--- config.mk ---
export PLATFORM = sky130hd
export DESIGN_NAME = ascii85_decoder_top_flat
export DESIGN_NICKNAME = d
export VERILOG_FILES = /design/src/hw/rtl/a85d_pkg.sv /design/src/hw/rtl/a85d_in_if.sv /design/src/hw/rtl/a85d_out_if.sv /design/src/hw/rtl/ascii85_decoder_top.sv /design/src/flat_wrapper.sv
export SDC_FILE = /design/constraint.sdc
export NUM_CORES = 1
export LEC_CHECK = 0
export ABC_AREA = 0
export BUFFER_PORTS_ARGS = -buffer_cell sky130_fd_sc_hd__buf_2
export CORE_ASPECT_RATIO = 1.25
export CORE_MARGIN = 10
export CORE_UTILIZATION = 60
export DETAILED_ROUTE_END_ITERATION = 12
export GPL_ROUTABILITY_DRIVEN = 0
export PLACE_DENSITY = 0.76
export REMOVE_ABC_BUFFERS = 1
export SLEW_MARGIN = 20
export SYNTH_ARGS = -nofsm -noshare
export SYNTH_HDL_FRONTEND = slang
export SYNTH_SLANG_ARGS = --single-unit
--- constraint.sdc ---
create_clock -name i_clk -period 9.48 [get_ports i_clk]
set_input_delay 0.948 -clock i_clk [delete_from_list [all_inputs] [get_ports i_clk]]
set_output_delay 0.948 -clock i_clk [all_outputs]
set_load 0.01 [all_outputs]
--- src/hw/rtl/a85d_pkg.sv ---
// Shared types, character codes and constants of the ASCII85 decoder.
package a85d_pkg;

    typedef enum logic [1:0] {
        KIND_DATA = 2'd0,
        KIND_END  = 2'd1,
        KIND_BAD  = 2'd2
    } t_kind;

    localparam logic [7:0] CHAR_FIRST = 8'd33;
    localparam logic [7:0] CHAR_LAST  = 8'd117;
    localparam logic [7:0] CHAR_Z     = 8'h7a;
    localparam logic [7:0] CHAR_TILDE = 8'h7e;
    localparam logic [7:0] CHAR_TAB   = 8'd9;
    localparam logic [7:0] CHAR_CR    = 8'd13;
    localparam logic [7:0] CHAR_SPACE = 8'd32;

    localparam logic [31:0] BASE       = 32'd85;
    localparam logic [2:0]  LAST_DIGIT = 3'd4;
    localparam logic [2:0]  WORD_BYTES = 3'd4;

    // Padding a group of k digits with 'u' gives (v + 1) * 85^(5-k) - 1.
    function automatic logic [19:0] pad_scale(input logic [2:0] count);
        logic [19:0] scale;
        case (count)
            3'd2:    scale = 20'd614125;
            3'd3:    scale = 20'd7225;
            3'd4:    scale = 20'd85;
            default: scale = 20'd1;
        endcase
        return scale;
    endfunction

endpackage

--- src/hw/rtl/a85d_in_if.sv ---
// Request channel carrying one encoded character per request.
interface a85d_in_if;
    logic       valid;
    logic       ready;
    logic [7:0] enc_byte;
    logic       end_of_input;
    logic       restart;

    modport source (output valid, output enc_byte, output end_of_input,
                    output restart, input ready);
    modport sink   (input valid, input enc_byte, input end_of_input,
                    input restart, output ready);
endinterface

--- src/hw/rtl/a85d_out_if.sv ---
// Result channel carrying one decoded byte or marker per request.
interface a85d_out_if;
    logic       valid;
    logic       ready;
    logic [7:0] data_byte;
    logic [1:0] result_kind;
    logic       last_of_run;

    modport source (output valid, output data_byte, output result_kind,
                    output last_of_run, input ready);
    modport sink   (input valid, input data_byte, input result_kind,
                    input last_of_run, output ready);
endinterface

--- src/hw/rtl/ascii85_decoder_top.sv ---
// Streaming ASCII85 decoder: input register, decode step, result run register.
//
//   channel | dir | payload                                  | handshake
//   i_in    | in  | enc_byte, end_of_input, restart          | valid/ready
//   o_res   | out | data_byte, result_kind, last_of_run      | valid/ready
//
// A request is registered in the input register, decoded into a run of up to four
// results in the run register, and the run drains one result per cycle while the
// sink is ready, through the single byte-wide result port; 'z' gives four results.
// A new request can enter the input register while a run drains. The input
// register holds one request while the run register waits on a stalled sink;
// input ready then drops until the run drains.
// Reset (synchronous, i_rst_n low) clears both valid flags, the result index, group value, digit count and ended.
module ascii85_decoder_top (
    input logic         i_clk,
    input logic         i_rst_n,
    a85d_in_if.sink     i_in,
    a85d_out_if.source  o_res
);

    typedef struct packed {
        logic [7:0] enc_byte;
        logic       end_of_input;
        logic       restart;
    } t_item;

    typedef struct packed {
        logic [31:0]     word;
        logic [2:0]      nbytes;
        logic            mark;
        a85d_pkg::t_kind mark_kind;
    } t_run;

    logic        r_a_valid;
    t_item       r_a;
    logic        r_run_valid;
    t_run        r_run;
    logic [1:0]  r_idx;
    logic [31:0] r_gv;
    logic [2:0]  r_dc;
    logic        r_ended;

    logic [31:0] n_gv;
    logic [2:0]  n_dc;
    logic        n_ended;
    t_run        n_run;
    logic        n_load;

    logic [2:0]  run_total;
    logic        out_last;
    logic        out_fire;
    logic        run_free;
    logic        a_move;
    logic        in_fire;
    logic        is_data;
    logic [7:0]  sel_byte;
    logic [7:0]  digit;
    logic [31:0] mul85;
    logic [31:0] horner;
    logic [31:0] pad_prod;
    logic [31:0] flush_word;
    logic [2:0]  flush_n;

    assign run_total = r_run.nbytes + {2'b00, r_run.mark};
    assign out_last  = ({1'b0, r_idx} == (run_total - 3'd1));
    assign out_fire  = r_run_valid && o_res.ready;
    assign run_free  = !r_run_valid || (out_fire && out_last);
    assign a_move    = r_a_valid && run_free;
    assign i_in.ready = !r_a_valid || run_free;
    assign in_fire   = i_in.valid && i_in.ready;

    always_comb begin
        case (r_idx)
            2'd0:    sel_byte = r_run.word[31:24];
            2'd1:    sel_byte = r_run.word[23:16];
            2'd2:    sel_byte = r_run.word[15:8];
            default: sel_byte = r_run.word[7:0];
        endcase
    end

    assign is_data           = ({1'b0, r_idx} < r_run.nbytes);
    assign o_res.valid       = r_run_valid;
    assign o_res.data_byte   = is_data ? sel_byte : 8'd0;
    assign o_res.result_kind = is_data ? a85d_pkg::KIND_DATA : r_run.mark_kind;
    assign o_res.last_of_run = out_last;

    assign digit      = r_a.enc_byte - a85d_pkg::CHAR_FIRST;
    assign mul85      = r_gv * a85d_pkg::BASE;
    assign horner     = mul85 + {24'd0, digit};
    assign pad_prod   = (r_gv + 32'd1) * {12'd0, a85d_pkg::pad_scale(r_dc)};
    assign flush_word = pad_prod - 32'd1;
    assign flush_n    = (r_dc >= 3'd2) ? (r_dc - 3'd1) : 3'd0;

    always_comb begin
        n_gv    = r_gv;
        n_dc    = r_dc;
        n_ended = r_ended;
        n_load  = 1'b0;
        n_run   = '{word: flush_word, nbytes: flush_n, mark: 1'b0,
                    mark_kind: a85d_pkg::KIND_BAD};
        if (r_a.restart) begin
            n_gv    = 32'd0;
            n_dc    = 3'd0;
            n_ended = 1'b0;
        end else if (r_ended) begin
            n_load = 1'b0;
        end else if (r_a.end_of_input || r_a.enc_byte == a85d_pkg::CHAR_TILDE) begin
            n_run.mark      = 1'b1;
            n_run.mark_kind = a85d_pkg::KIND_END;
            n_load          = 1'b1;
            n_gv            = 32'd0;
            n_dc            = 3'd0;
            n_ended         = 1'b1;
        end else if (r_a.enc_byte inside {[a85d_pkg::CHAR_TAB : a85d_pkg::CHAR_CR],
                                          a85d_pkg::CHAR_SPACE}) begin
            n_load = 1'b0;
        end else if (r_a.enc_byte == a85d_pkg::CHAR_Z && r_dc == 3'd0) begin
            n_run.word   = 32'd0;
            n_run.nbytes = a85d_pkg::WORD_BYTES;
            n_load       = 1'b1;
        end else if (r_a.enc_byte inside {[a85d_pkg::CHAR_FIRST : a85d_pkg::CHAR_LAST]}) begin
            if (r_dc == a85d_pkg::LAST_DIGIT) begin
                n_run.word   = horner;
                n_run.nbytes = a85d_pkg::WORD_BYTES;
                n_load       = 1'b1;
                n_gv         = 32'd0;
                n_dc         = 3'd0;
            end else begin
                n_gv = horner;
                n_dc = r_dc + 3'd1;
            end
        end else begin
            n_run.mark      = 1'b1;
            n_run.mark_kind = a85d_pkg::KIND_BAD;
            n_load          = 1'b1;
            n_gv            = 32'd0;
            n_dc            = 3'd0;
        end
    end

    always_ff @(posedge i_clk) begin
        if (!i_rst_n) begin
            r_a_valid   <= 1'b0;
            r_run_valid <= 1'b0;
            r_idx       <= 2'd0;
            r_gv        <= 32'd0;
            r_dc        <= 3'd0;
            r_ended     <= 1'b0;
        end else begin
            if (in_fire) begin
                r_a_valid <= 1'b1;
            end else if (a_move) begin
                r_a_valid <= 1'b0;
            end
            if (a_move) begin
                r_gv    <= n_gv;
                r_dc    <= n_dc;
                r_ended <= n_ended;
            end
            if (a_move && n_load) begin
                r_run_valid <= 1'b1;
                r_idx       <= 2'd0;
            end else if (out_fire) begin
                if (out_last) begin
                    r_run_valid <= 1'b0;
                end else begin
                    r_idx <= r_idx + 2'd1;
                end
            end
        end
    end

    always_ff @(posedge i_clk) begin
        if (in_fire) begin
            r_a <= '{enc_byte: i_in.enc_byte, end_of_input: i_in.end_of_input,
                     restart: i_in.restart};
        end
        if (a_move && n_load) begin
            r_run <= n_run;
        end
    end

endmodule

--- src/flat_wrapper.sv ---
// flat-port wrapper written by rule: the top's interface ports become plain ports
module ascii85_decoder_top_flat 
  (i_clk, i_rst_n, i_in_valid, i_in_enc_byte, i_in_end_of_input, i_in_restart, i_in_ready, o_res_valid, o_res_data_byte, o_res_result_kind, o_res_last_of_run, o_res_ready);
  a85d_in_if i_in_i ();
  a85d_out_if o_res_i ();
  input logic i_clk;
  input logic i_rst_n;
  input wire logic [$bits(i_in_i.valid)-1:0] i_in_valid;
  input wire logic [$bits(i_in_i.enc_byte)-1:0] i_in_enc_byte;
  input wire logic [$bits(i_in_i.end_of_input)-1:0] i_in_end_of_input;
  input wire logic [$bits(i_in_i.restart)-1:0] i_in_restart;
  output wire logic [$bits(i_in_i.ready)-1:0] i_in_ready;
  output wire logic [$bits(o_res_i.valid)-1:0] o_res_valid;
  output wire logic [$bits(o_res_i.data_byte)-1:0] o_res_data_byte;
  output wire logic [$bits(o_res_i.result_kind)-1:0] o_res_result_kind;
  output wire logic [$bits(o_res_i.last_of_run)-1:0] o_res_last_of_run;
  input wire logic [$bits(o_res_i.ready)-1:0] o_res_ready;
  assign i_in_i.valid = i_in_valid;
  assign i_in_i.enc_byte = i_in_enc_byte;
  assign i_in_i.end_of_input = i_in_end_of_input;
  assign i_in_i.restart = i_in_restart;
  assign i_in_ready = i_in_i.ready;
  assign o_res_valid = o_res_i.valid;
  assign o_res_data_byte = o_res_i.data_byte;
  assign o_res_result_kind = o_res_i.result_kind;
  assign o_res_last_of_run = o_res_i.last_of_run;
  assign o_res_i.ready = o_res_ready;
  ascii85_decoder_top u_core (.i_clk(i_clk), .i_rst_n(i_rst_n), .i_in(i_in_i), .o_res(o_res_i));
endmodule
**Word-level counts from Yosys, hierarchy flattened**

Index checks and enable logic that the tools add are counted.

- Register bits after elaboration: 88
- Bits of input ports: 14
- Output and inout port bits: 13

- $add $sub $neg: 9
- Multipliers: 2
- $lt $le $gt $ge: 6
- Equal/unequal tests: 12
- Multiplexer cells: 44
- Bitwise gates (word level): 2
- Reduce and logical (&&, ||, !) cells: 24

Operators with widths:

| operator | count |
|---|---|
| two-way mux 32 bit | 7 |
| two-way mux 35 bit | 4 |
| two-way mux 38 bit | 3 |
| case mux 20 bit (3 select lines) | 1 |
| two-way mux 3 bit | 11 |
| adder 32 x 1 -> 32 bit, second input constant | 1 |
| adder 32 x 8 -> 32 bit | 1 |
| multiplier 32 x 20 -> 32 bit | 1 |
| multiplier 32 x 7 -> 32 bit, second input constant | 1 |
| subtractor 32 x 1 -> 32 bit, second input constant | 1 |
| case mux 8 bit (3 select lines) | 1 |
| equality test 8 x 7 -> 1 bit, second input constant | 2 |
| two-way mux 1 bit | 15 |
| equality test 8 x 6 -> 1 bit, second input constant | 1 |
| greater-or-equal comparator 8 x 4 -> 1 bit, second input constant | 1 |
| greater-or-equal comparator 8 x 6 -> 1 bit, second input constant | 1 |
| <= comparator 8 x 4 -> 1 bit, second input constant | 1 |
| <= comparator 8 x 7 -> 1 bit, second input constant | 1 |
| logical AND 1 bit | 8 |
| two-way mux 8 bit | 1 |
| nonzero test 2 bit | 4 |
| subtractor 8 x 6 -> 8 bit, second input constant | 1 |
| equality test 3 x 2 -> 1 bit, second input constant | 2 |
| != test 3 x 1 -> 1 bit, second input constant | 2 |
| other kinds (20) | 27 |

**Logic depth before layout (Yosys ltp)**

- Depth after elaboration: 11
- Mapped depth: 31

**Worst setup path before layout**

No wires, ideal clock.

- Path kind: reg2reg
- Start: register u_core.r_gv[0]
- End: register u_core.r_run[35] (netlist bit) (data pin)
- Arrival: 7.655 ns
- Required time: 9.226 ns
- Path slack: 1.570 ns
- Stages on the path, launching flop included: 30
- Cells stage by stage: dfxtp_1 -> ha_1 -> nand3_2 -> nor4_1 -> xnor2_1 -> clkinv_1 -> nand2_1 -> xor2_1 -> ha_1 -> a31o_2 -> fa_1 -> inv_1 -> fa_1 -> inv_1 -> fa_1 -> fa_1 -> fa_1 -> inv_1 -> fa_1 -> inv_1 -> ha_1 -> a211o_1 -> or3_1 -> o2111ai_1 -> o21ai_0 -> and2_1 -> a2111oi_0 -> nor2_1 -> xor2_1 -> o21a_1

RTL lines:

| element | RTL line | text |
|---|---|---|
| from (decl) | ascii85_decoder_top.sv:39 | `logic [31:0] r_gv;` |
| from (signal assigned) | ascii85_decoder_top.sv:156 | `r_gv <= n_gv;` |
| to (signal assigned) | ascii85_decoder_top.sv:179 | `r_run <= n_run;` |
| to (decl) | ascii85_decoder_top.sv:37 | `t_run r_run;` |

==> flow_metrics.py <==
metrics = {
    "outcome": {
        "status": "complete, no violations",
    },
    "clocking": {
        "cts-root-buf": "clkbuf_16",
        "cts_made_buffers": 9,
        "cts.htree.levels": 3,
        "cts_num_sinks": 88,
        "cts_hold_buf": 0,
        "clockBufferDepth": 2,
        "clkLatencyLatePin_ns": 0.35,
        "cts_tree": "built",
        "path_clk_slew_ns": 0.07,
    },
    "final_layout": {
        "final_common_cell": "inv_1",
        "area_delta_synth_final_pct": 4.79,
        "mostFrequentLayoutCells": "579 x inv_1, 310 x fa_1, 262 x ha_1",
        "fillers": 2705,
        "antennaDiodeCount": 0,
        "final_nets": 2788,
        "fin_area_mm2": 0.0205,
        "drive_above_1_share": 0.0408,
    },
    "global_route": {
        "grt_pass1_vias": 16300,
        "grt_start_max_net_pins": 41,
        "grt_use_total": 0.260,
        "overflow": 0,
        "antenna_found_initial": 0,
        "grt_pass1_wl_mm": 84.4,
    },
    "detailed_routing": {
        "ant_nets": 0,
        "vias": 15000,
        "viasPerCell": 5.72,
        "wire_per_inst_um": 19.9,
        "routed_wl_mm": 52.0,
        "drtIter0Drc": 1450,
        "drc": 0,
        "firstDrtPassIters": 7,
    },
    "synthesis": {
        "ys_async_sr_fraction": 0,
        "post_synth_num_cell_types": 70,
        "ys.flop_type": "edfxtp_1",
        "syn_avg_cell_area_um2": 8.92,
        "synth-edff-count": 48,
        "syn_area_mm2": 0.0195,
        "ys_warn_count": 0,
        "netlist_instances": 2192,
        "ys_ff_latch": 88,
        "ys_seq_area_frac": 0.115,
    },
    "min_path": {
        "worstHoldStart": "u_core.r_a_valid",
        "min_path_type": "reg2reg",
    },
    "setup_path": {
        "slowest_stage": "dfxtp_1",
        "critical_path_class": "reg2reg",
        "arrival_ns": 8.98,
        "endpoint_kind": "register",
        "max_stage_delay_ns": 0.55,
        "startpoint": "u_core.r_gv[1]",
        "path_max_fanout": 8,
        "crit_top_cell": "fa_1",
        "start_kind": "register",
        "cp.required_ns": 9.55,
        "rr_startpoint": "u_core.r_gv[1]",
    },
    "timing": {
        "period_needed_ns": 8.90,
        "setup-violations-final": 0,
        "final-max-slew-violation-count": 0,
        "relSlewSlack": 0.198,
        "worst_slew_pin_slew_ns": 1.19,
        "finalHoldViolations": 0,
        "fin_setup_tns_ns": 0,
        "post-route-period-util": 0.939,
        "finalClockSkew_ns": 0.00939,
        "max_freq_mhz": 112,
        "fin_ws_ns": 0.577,
        "rsz0062_at_grt": "no",
    },
    "power_and_ir_drop": {
        "ir_drop_mv": 0.0818,
        "power_leakage_nw": 10.8,
        "cellPowerDensity_mw_per_mm2": 50.5,
    },
    "placement": {
        "post-dp-hpwl_mm": 45.2,
        "portBuffers": 26,
        "dpl_cell_area_mm2": 0.0202,
        "dp_slack_ns": 0.566,
    },
    "die": {
        "die-area_mm2": 0.0402,
        "initial_core_util": 0.611,
        "die_w_um": 181,
        "rows": 73,
        "io_pins": 27,
        "core_mm2": 0.0320,
        "fp.dieH_um": 222,
    },
    "run": {
        "maxCapViolations": 0,
    },
}
## cell usage after synthesis, types with 29 or more instances
cell        n  share of area
a21o_1     29          0.011
a21oi_1   122          0.031
edfxtp_1   48          0.074
xnor2_1   100          0.045
inv_1     579           0.11
nor2_1    150          0.029
clkbuf_1   43         0.0083
o21ai_0    32         0.0082
dfxtp_1    40          0.041
nand3_1    40          0.010
fa_1      310           0.32
ha_1      262           0.17
nand2_1   132          0.025
## worst paths after layout
check | endpoint | slack, ns | depth (start not counted)
worst max-delay path | u_core.r_run[37] | 0.58 | 29
worst min-delay path | u_core.r_a_valid | 0.54 | 2
worst max register to register | u_core.r_run[37] | 0.58 | 29
worst min register to register | u_core.r_a_valid | 0.54 | 2
## critical path, delay by kind of cell (launching register included)
kind                       cells  cell delay [ns]
AOI/OAI and AO/OA              7             1.77
and+or+nand+nor                5             1.31
buffers and inverters          5             0.57
xor gates and xnor gates       3             0.59
DFF                            1             0.55
adders and majority gates      9             3.81
## cell type report
| cell class | instances | area (um^2) | area share |
|---|---|---|---|
| multi-input cells | 1475 | 14900 | 0.730 |
| clock buffers | 9 | 225 | 0.0110 |
| well taps | 412 | 515 | 0.0252 |
| flip-flops and latches | 88 | 2240 | 0.109 |
| repair buffers | 46 | 280 | 0.0137 |
| inverters | 582 | 2190 | 0.107 |
| clock inverters | 7 | 81.3 | 0.00397 |
## per-stage QoR
stage / util / power, mW / hold slack (ns) / std cells
2_1_floorplan: - / 0.591 / 0.473 / 2145
4_1_cts: 0.640 / 1.03 / 0.541 / 2619
3_3_place_gp: 0.631 / 0.653 / 0.501 / 2603
3_5_place_dp: 0.631 / 0.659 / 0.520 / 2603
6_report: 0.641 / 1.03 / 0.544 / 2619
5_1_grt: 0.641 / 1.07 / 0.570 / 2619
## power by group
group	internal, mW	switching, mW	total, mW
Combinational	0.0881	0.134	0.222
Sequential	0.426	0.00968	0.436
Clock	0.210	0.165	0.375
Total	0.724	0.309	1.03
## cells by family after synthesis
group	share of synthesized area
muxes	0.00263
DFF	0.115
buffers and inverters	0.121
AOI/OAI and AO/OA	0.104
and+or+nand+nor	0.108
xor gates and xnor gates	0.0646
adders and majority gates	0.485
## state kept, by name, indices dropped and copies added (netlist names)
| register | flops |
|---|---|
| u_core.r_dc | 3 |
| u_core.r_a_valid | 1 |
| u_core.r_run | 38 |
| u_core.r_gv | 32 |
| u_core.r_ended | 1 |
| u_core.r_idx | 2 |
| u_core.o_res.valid | 1 |
| u_core.r_a | 10 |
## per-layer routing
layer	GRT usage	part of all wire
met1	0.308	0.39
met2	0.451	0.49
met4	0.139	0.059
met5	0	0
met3	0.0313	0.061
## timing repair
item	CTS	global route
resized for setup	0	1
setup endpoints to repair	0	1
buffers inserted	0	0
Note: power is estimated with default switching activity, not from simulation.
